===== src/hdl/rsg_pkg.sv =====
`default_nettype none
package rsg_pkg;

  localparam int DATA_W         = 32;
  localparam int CFG_IDX_W      = 4;
  localparam int RC_W           = 7;
  localparam int RAD_W          = 31;
  localparam int XW             = 36;
  localparam int ZW             = 32;
  localparam int SH_W           = 5;
  localparam int ITER_W         = 5;
  localparam int CORDIC_STEPS   = 24;
  localparam int MUL_STEPS      = 5;
  localparam int MAX_RING_DEF   = 64;
  localparam int ANGLE_BITS_DEF = 16;
  localparam int RING_COUNT_RST = 8;

  localparam logic [RAD_W-1:0] INV_GAIN_Q31 = 31'd1304065748;
  localparam logic signed [XW-1:0] UNIT_Q30 = 36'sd652032874;

  localparam logic [CFG_IDX_W-1:0] REG_RING_COUNT  = 4'd0;
  localparam logic [CFG_IDX_W-1:0] REG_RING_RADIUS = 4'd1;

  typedef enum logic [3:0] {
    OP_NONE,
    OP_LOAD,
    OP_NORM,
    OP_FOLD,
    OP_VEC,
    OP_SPD_LO,
    OP_SPD_HI,
    OP_SPD_END,
    OP_SPD_SAT,
    OP_DIV_INIT,
    OP_DIV,
    OP_ROT_INIT,
    OP_ROT,
    OP_ROT_FIX,
    OP_MUL,
    OP_EMIT
  } rsg_op_t;

  typedef struct packed {
    rsg_op_t           op;
    logic [ITER_W-1:0] iter;
  } rsg_cmd_t;

  typedef struct packed {
    logic norm_done;
    logic vel_zero;
    logic last_member;
  } rsg_status_t;

  function automatic logic [ZW-1:0] atan_turn(input logic [ITER_W-1:0] i);
    logic [ZW-1:0] a;
    unique case (i)
      5'd0:    a = 32'd536870912;
      5'd1:    a = 32'd316933406;
      5'd2:    a = 32'd167458907;
      5'd3:    a = 32'd85004756;
      5'd4:    a = 32'd42667331;
      5'd5:    a = 32'd21354465;
      5'd6:    a = 32'd10680862;
      5'd7:    a = 32'd5340245;
      5'd8:    a = 32'd2670163;
      5'd9:    a = 32'd1335087;
      5'd10:   a = 32'd667544;
      5'd11:   a = 32'd333772;
      5'd12:   a = 32'd166886;
      5'd13:   a = 32'd83443;
      5'd14:   a = 32'd41722;
      5'd15:   a = 32'd20861;
      5'd16:   a = 32'd10430;
      5'd17:   a = 32'd5215;
      5'd18:   a = 32'd2608;
      5'd19:   a = 32'd1304;
      5'd20:   a = 32'd652;
      5'd21:   a = 32'd326;
      5'd22:   a = 32'd163;
      5'd23:   a = 32'd81;
      default: a = '0;
    endcase
    return a;
  endfunction

  function automatic logic signed [DATA_W-1:0] sat32(input logic signed [XW-1:0] v);
    logic signed [DATA_W-1:0] r;
    if (v > 36'sh0_7FFF_FFFF) begin
      r = 32'sh7FFF_FFFF;
    end else if (v < -36'sh0_8000_0000) begin
      r = 32'sh8000_0000;
    end else begin
      r = v[DATA_W-1:0];
    end
    return r;
  endfunction

endpackage
`default_nettype wire


===== src/hdl/rsg_ctrl.sv =====
`default_nettype none
module rsg_ctrl #(
  parameter int ANGLE_BITS = rsg_pkg::ANGLE_BITS_DEF
) (
  input  wire logic                clk,
  input  wire logic                rst,
  input  wire logic                in_valid,
  output logic                     in_ready,
  input  wire logic                out_ready,
  output logic                     out_valid,
  output rsg_pkg::rsg_cmd_t        cmd,
  input  wire rsg_pkg::rsg_status_t status
);
  import rsg_pkg::*;

  typedef enum logic [14:0] {
    S_IDLE     = 15'b000000000000001,
    S_NORM     = 15'b000000000000010,
    S_FOLD     = 15'b000000000000100,
    S_VEC      = 15'b000000000001000,
    S_SPD_LO   = 15'b000000000010000,
    S_SPD_HI   = 15'b000000000100000,
    S_SPD_END  = 15'b000000001000000,
    S_SPD_SAT  = 15'b000000010000000,
    S_DIV_INIT = 15'b000000100000000,
    S_DIV      = 15'b000001000000000,
    S_ROT_INIT = 15'b000010000000000,
    S_ROT      = 15'b000100000000000,
    S_ROT_FIX  = 15'b001000000000000,
    S_MUL      = 15'b010000000000000,
    S_EMIT     = 15'b100000000000000
  } state_t;

  state_t            state, state_next;
  logic [ITER_W-1:0] iter, iter_next;
  logic              out_valid_next;
  logic              emit;

  assign in_ready = (state == S_IDLE);

  always_comb begin
    state_next = state;
    iter_next  = iter;
    cmd.iter   = iter;
    cmd.op     = OP_NONE;
    emit       = 1'b0;
    unique case (state)
      S_IDLE: begin
        if (in_valid) begin
          cmd.op     = OP_LOAD;
          state_next = S_NORM;
        end
      end
      S_NORM: begin
        if (status.vel_zero) begin
          state_next = S_DIV_INIT;
        end else if (status.norm_done) begin
          state_next = S_FOLD;
        end else begin
          cmd.op = OP_NORM;
        end
      end
      S_FOLD: begin
        cmd.op     = OP_FOLD;
        iter_next  = '0;
        state_next = S_VEC;
      end
      S_VEC: begin
        cmd.op = OP_VEC;
        if (iter == ITER_W'(CORDIC_STEPS - 1)) begin
          state_next = S_SPD_LO;
        end else begin
          iter_next = iter + 1'b1;
        end
      end
      S_SPD_LO: begin
        cmd.op     = OP_SPD_LO;
        state_next = S_SPD_HI;
      end
      S_SPD_HI: begin
        cmd.op     = OP_SPD_HI;
        state_next = S_SPD_END;
      end
      S_SPD_END: begin
        cmd.op     = OP_SPD_END;
        state_next = S_SPD_SAT;
      end
      S_SPD_SAT: begin
        cmd.op     = OP_SPD_SAT;
        state_next = S_DIV_INIT;
      end
      S_DIV_INIT: begin
        cmd.op     = OP_DIV_INIT;
        iter_next  = ITER_W'(ANGLE_BITS);
        state_next = S_DIV;
      end
      S_DIV: begin
        cmd.op = OP_DIV;
        if (iter == '0) begin
          state_next = S_ROT_INIT;
        end else begin
          iter_next = iter - 1'b1;
        end
      end
      S_ROT_INIT: begin
        cmd.op     = OP_ROT_INIT;
        iter_next  = '0;
        state_next = S_ROT;
      end
      S_ROT: begin
        cmd.op = OP_ROT;
        if (iter == ITER_W'(CORDIC_STEPS - 1)) begin
          state_next = S_ROT_FIX;
        end else begin
          iter_next = iter + 1'b1;
        end
      end
      S_ROT_FIX: begin
        cmd.op     = OP_ROT_FIX;
        iter_next  = '0;
        state_next = S_MUL;
      end
      S_MUL: begin
        cmd.op = OP_MUL;
        if (iter == ITER_W'(MUL_STEPS - 1)) begin
          state_next = S_EMIT;
        end else begin
          iter_next = iter + 1'b1;
        end
      end
      S_EMIT: begin
        if (!out_valid || out_ready) begin
          cmd.op     = OP_EMIT;
          emit       = 1'b1;
          state_next = status.last_member ? S_IDLE : S_ROT_INIT;
        end
      end
      default: begin
        state_next = S_IDLE;
      end
    endcase
  end

  always_comb begin
    if (emit) begin
      out_valid_next = 1'b1;
    end else if (out_ready) begin
      out_valid_next = 1'b0;
    end else begin
      out_valid_next = out_valid;
    end
  end

  always_ff @(posedge clk) begin
    if (rst) begin
      state     <= S_IDLE;
      iter      <= '0;
      out_valid <= 1'b0;
    end else begin
      state     <= state_next;
      iter      <= iter_next;
      out_valid <= out_valid_next;
    end
  end

endmodule
`default_nettype wire


===== config.mk =====
export PLATFORM = sky130hd
export DESIGN_NAME = rsg_ctrl
export DESIGN_NICKNAME = d
export VERILOG_FILES = /design/src/hdl/rsg_pkg.sv /design/src/hdl/rsg_ctrl.sv
export SDC_FILE = /design/constraint.sdc
export NUM_CORES = 1
export LEC_CHECK = 0
export ABC_AREA = 0
export BUFFER_PORTS_ARGS = -buffer_cell sky130_fd_sc_hd__buf_2
export CORE_ASPECT_RATIO = 1.25
export CORE_MARGIN = 2
export CORE_UTILIZATION = 58
export CTS_CLUSTER_DIAMETER = 50
export DETAILED_ROUTE_END_ITERATION = 12
export GPL_ROUTABILITY_DRIVEN = 0
export HOLD_SLACK_MARGIN = 0.03
export PLACE_DENSITY = 0.79
export SYNTH_ARGS = -nofsm -noshare
export SYNTH_HDL_FRONTEND = slang
export SYNTH_SLANG_ARGS = --single-unit

===== constraint.sdc =====
create_clock -name clk -period 3.1 [get_ports clk]
set_clock_uncertainty 0.15 [all_clocks]
set_input_delay 0.155 -clock clk [delete_from_list [all_inputs] [get_ports clk]]
set_output_delay 0.155 -clock clk [all_outputs]
set_load 0.01 [all_outputs]

# After elaboration in Yosys (flattened, before gate mapping)

Cells that the tools add are included.

Bits in registers: 21
Bits in latches: 0
RAM bits: 0
Memory bits (read-only): 0
Input bits: 7
Logic and storage cells: 64
Memories kept: 0

Add/subtract/negate cells: 2
Multipliers: 0
Divide/modulo/power cells: 0
$lt $le $gt $ge: 0
Eq/ne operators: 27
Shifts and indexed selects: 0
Multiplexer cells: 23
Bitwise gates (word level): 0
Reduce and logical (&&, ||, !) cells: 9

Operators with widths:

| kind                   | count |
|---|---|
| $pmux W15 S15          | 1 |
| $mux W15               | 8 |
| $pmux W4 S15           | 1 |
| $pmux W5 S5            | 1 |
| $ne A2 B2 Y1 const B   | 9 |
| $eq A15 B1 Y1 const B  | 1 |
| $eq A15 B10 Y1 const B | 1 |
| $eq A15 B11 Y1 const B | 1 |
| $eq A15 B12 Y1 const B | 1 |
| $eq A15 B13 Y1 const B | 1 |
| $eq A15 B14 Y1 const B | 1 |
| $eq A15 B15 Y1 const B | 1 |
| $eq A15 B2 Y1 const B  | 1 |
| $eq A15 B3 Y1 const B  | 1 |
| $eq A15 B4 Y1 const B  | 1 |
| $eq A15 B5 Y1 const B  | 1 |
| $eq A15 B6 Y1 const B  | 1 |
| $eq A15 B7 Y1 const B  | 1 |
| $eq A15 B8 Y1 const B  | 1 |
| $eq A15 B9 Y1 const B  | 1 |
| $mux W5                | 3 |
| $mux W11               | 1 |
| $reduce_and A7 Y1      | 1 |
| $add A5 B1 Y5 const B  | 1 |
| 15 further kinds       | 20 |

# Depth between registers and ports, before layout

Depth in word-level cells: 5
Gate-level depth with buffers: 12
Gate-level depth less buffers: 10

# Worst setup path after synthesis

Ideal clock, no wire load.

Path kind: register -> register
From: register state[10]
To: register iter[4]
Library setup time: 0.139 ns
Arrival time: 2.339 ns
Required time: 2.811 ns
Slack: 0.471 ns
Stages on the path, launching flop included: 12
Path through: dfxtp_1 > buf_4 > nor4_2 > buf_4 > nand4_2 > o21ai_4 > inv_2 > ha_1 > a31oi_1 > a221o_1 > a211oi_1 > a221oi_1

Longest elaborated chain between the ends: 4
Elaborated cells on any way between the ends: 16
Classes of those cells: eq/ne: 11; mux: 1; reduce/logical: 4

Ends and longest elaborated chain:

| what                                                                  | RTL line        | text |
|---|---|---|
| start, declared                                                       | rsg_ctrl.sv:34  | `state_t state, state_next;` |
| start signal, assigned                                                | rsg_ctrl.sv:160 | `state <= state_next;` |
| $eq A15 B13 Y1, or another cell as far along                          | rsg_ctrl.sv:47  | `unique case (state)` |
| $reduce_or A3 Y1 (no source line) or $reduce_or A2 Y1 (tied branches) | n/a             |  |
| $reduce_bool A5 Y1 (no source line) or $ne A2 B2 Y1 (tied branches)   | n/a             |  |
| $reduce_and A4 Y1 (no source line)                                    | n/a             |  |
| end signal, assigned                                                  | rsg_ctrl.sv:161 | `iter <= iter_next;` |
| end, declared                                                         | rsg_ctrl.sv:35  | `logic [ITER_W-1:0] iter, iter_next;` |

Several ways; a longest one is shown, not always the timed one.
A chain may end at the register's enable or synchronous reset.

# Worst setup path after layout

From: register state[0]
To: register iter[4]

The elaborated chain is that of the path after synthesis.

==> reports/metrics.yaml <==
run_status:
  status: "finished, final reports clean"
global_route:
  grt_overflow: 0
  antenna_found_initial: 0
  grt_max_degree: 17
  grt_pass1_wl_um: 7355
  grt_pass1_vias: 1651
  gr-usage-all-layers_pct: 28.77
route:
  avgViaCountPerCell: 6.556
  ant_nets: 0
  vias: 1698
  routed_wl_um: 4290
  first_pass_iters: 4
  wl_per_cell_um: 16.56
  drc: 0
  initialDrtViolationCount: 75
sta:
  hold_violations: 0
  max_freq_mhz: 355.5
  period_needed_ps: 2813
  fin_crit_sh_pct: 90.75
  setup_viol_count_final: 0
  slew_headroom_pct: 55.24
  worst_slew_pin_slew_ps: 665.8
  final.setup.tns_ps: 0
  grt_setup_unrepaired: "no"
  slew_viol_final: 0
setup_path:
  endpoint_kind: "flop"
  rrSetupSlack_ps: 290
  r2r-start: "state[0]"
  path_max_fanout: 9
  critPathBufInv: 1
  slowest_delay_ps: 430
  setup.worst_path.start: "state[0]"
  r2r_end: "iter[4]"
  crit_cells: 9
  crit_slowest_cell: "dfxtp_1"
  cp.arrival_ps: 2850
  worstPathRequired_ps: 3140
  cp-start-kind: "flop"
  crit_chain: "nor4_1 -> nand3_1 -> o21ai_4 -> inv_2 -> ha_1 -> a31oi_1 -> a221o_1 -> a211oi_1 -> a221oi_1"
  worstSetupPathType: "reg -> reg"
  cp_top_family: "compound AO/OA/AOI/OAI gates"
  reg2regPathDepth: 9
  cp-endpoint: "iter[4]"
cts:
  path_clk_slew_ps: 140
  post_cts_buffers: 0
  insertion_delay_ps: 310
  cts_buffer_depth: 2
  h-tree-depth: 1
  cts_sinks: 21
  cts_tree: "done"
  clockRootBuffer: "clkbuf_4"
  numCtsBuffers: 3
layout:
  layout_common_cells: "22 x nor2_1, 21 x dfxtp_1, 17 x nand2_1, 17 x buf_2, 13 x a21oi_1"
  fin_nets: 235
  antenna_cells: 0
  layout_commonest_cell: "nor2_1"
  area_growth_pct: 9.608
  drive_gt1_share_pct: 18.67
logic_synthesis:
  synth_fa_ha_area_share_pct: 1.537
  ys_ff_latch: 21
  synth_edf_count: 0
  synth.yosys.warnings: 0
  synth_top_family_by_area: "simple AND/OR/NAND/NOR gates"
  synth_cell_type_count: 57
  yosys.area_share.simple_pct: 43.97
  synthesis.area_um2: 1628
  synth-xor-area-share_pct: 2.152
  ys.flop_type: "dfxtp_1"
  avgSynthCellArea_um2: 7.902
  syn-instance-count: 206
  async_flop_share_pct: 0
  synth_compound_area_share_pct: 20.37
  synth_seq_area_share_pct: 25.83
  muxShareOfSynthArea_pct: 0.6149
  synth_nets: 215
run:
  drv_cap: 0
die:
  ios: 18
  core-area_um2: 2680
  die_h_um: 63.23
  rows: 21
  initial_core_util_pct: 60.74
  die-area_um2: 3249
  fp.dieW_um: 51.39
pwr:
  leakage_nw: 0.7133
  power.total_mw: 0.5628
  max-vdd-ir-drop_mv: 0.2396
  p_per_area_nw_per_um2: 315.5
worst_hold_path:
  hold_path.class: "in -> reg"
placement:
  detailed_place_hpwl_um: 3210
  port_buffers: 17
==> area by class of cell <==
cell class	instances	area (um^2)
fillers	265	895.9
repair buffers	26	162.7
clock buffers	3	22.52
flip-flops and latches	21	420.4
multi-input cells	171	1117
well taps	34	42.54
inverters	3	11.26
clock inverters	1	7.507
==> where the power goes <==
group,internal (mW),switching (mW),total [mW]
clock,0.0492,0.0940,0.143
sequential,0.276,0.0145,0.290
combinational,0.0565,0.0730,0.129
==> worst register-to-register path, cell delays in order, from the launching register on <==
cell and delay (ps):
dfxtp_1 430, nor4_1 330, nand3_1 250, o21ai_4 280
inv_2 90, ha_1 370, a31oi_1 130, a221o_1 320
a211oi_1 230, a221oi_1 110
==> registers in the layout, summed over array words and instances, names as in the netlist <==
signal / flops
iter: 5
out_valid: 1
state: 15
==> per-stage QoR <==
| step | hold slack [ps] | instance area [um^2] | std cells | setup WS, ps | utilization (%) |
|---|---|---|---|---|---|
| global route | 44.94 | 1784 | 259 | 46.72 | 66.57 |
| finish | 47.99 | 1784 | 259 | 286.8 | 66.57 |
| floorplan | 83.47 | 1628 | 206 | 471.1 | - |
| CTS | 42.35 | 1784 | 259 | 317.6 | 66.57 |
| global placement | 214.2 | 1714 | 251 | 478.0 | 63.96 |
| detailed placement | 229.6 | 1714 | 251 | 357.4 | 63.96 |
==> logic make-up after synthesis <==
group / count (synthesis)
flip-flops: 21
AO/OA/AOI/OAI: 47
multiplexers: 1
adder cells (fa/ha/maj): 2
AND/OR/NAND/NOR: 117
XOR/XNOR: 4
buffers and inverters: 14
==> synth_stat cells, drive strengths merged (2+ instances only) <==
library cell / n / area [um^2]
nor2: 23 / 88.84
dfxtp: 21 / 420.4
nand2: 18 / 70.07
a21oi: 14 / 81.33
o21ai: 12 / 75.07
nor3: 11 / 55.05
buf: 9 / 71.31
nand2b: 9 / 56.30
nand4: 9 / 62.56
nor4: 9 / 105.1
and3: 6 / 37.54
a211oi: 5 / 37.54
or3: 5 / 31.28
a31oi: 4 / 25.02
nand3: 4 / 20.02
nor2b: 4 / 25.02
inv: 3 / 11.26
nand3b: 3 / 22.52
nor4b: 3 / 32.53
xor2: 3 / 26.28
and3b: 2 / 17.52
and4: 2 / 17.52
clkbuf: 2 / 7.510
ha: 2 / 25.02
nor3b: 2 / 15.01
o21bai: 2 / 15.01
or4: 2 / 15.01
==> worst min path at each step <==
stage | from | endpoint | slack (ps) | cells after the start
detailed placement | status[1] | state[2] | 230 | 2
global placement | status[1] | state[2] | 210 | 2
CTS | status[2] | state[1] | 40 | 4
finish | status[2] | state[1] | 50 | 4
floorplan | rst | state[11] | 80 | 1
global route | status[2] | state[1] | 40 | 4
==> what timing repair did <==
action | 4_1_cts | 5_1_grt
hold buffers | 4 | 0
endpoints found under the setup margin | 0 | 0
gates resized for setup | 0 | 0
endpoints found under the hold margin | 4 | 0
==> layer usage <==
layer  wire, um  vias to the layer above  share of wire, %  GRT usage (%)
met5          0                        -                 0              0
met4        108                        0               2.5          13.49
met3        277                       11               6.5          3.318
met2       2213                       87                52          50.16
met1       1690                      788                39          34.07
li1           -                      812                 -              -
Power figures use the tool's default switching activity.
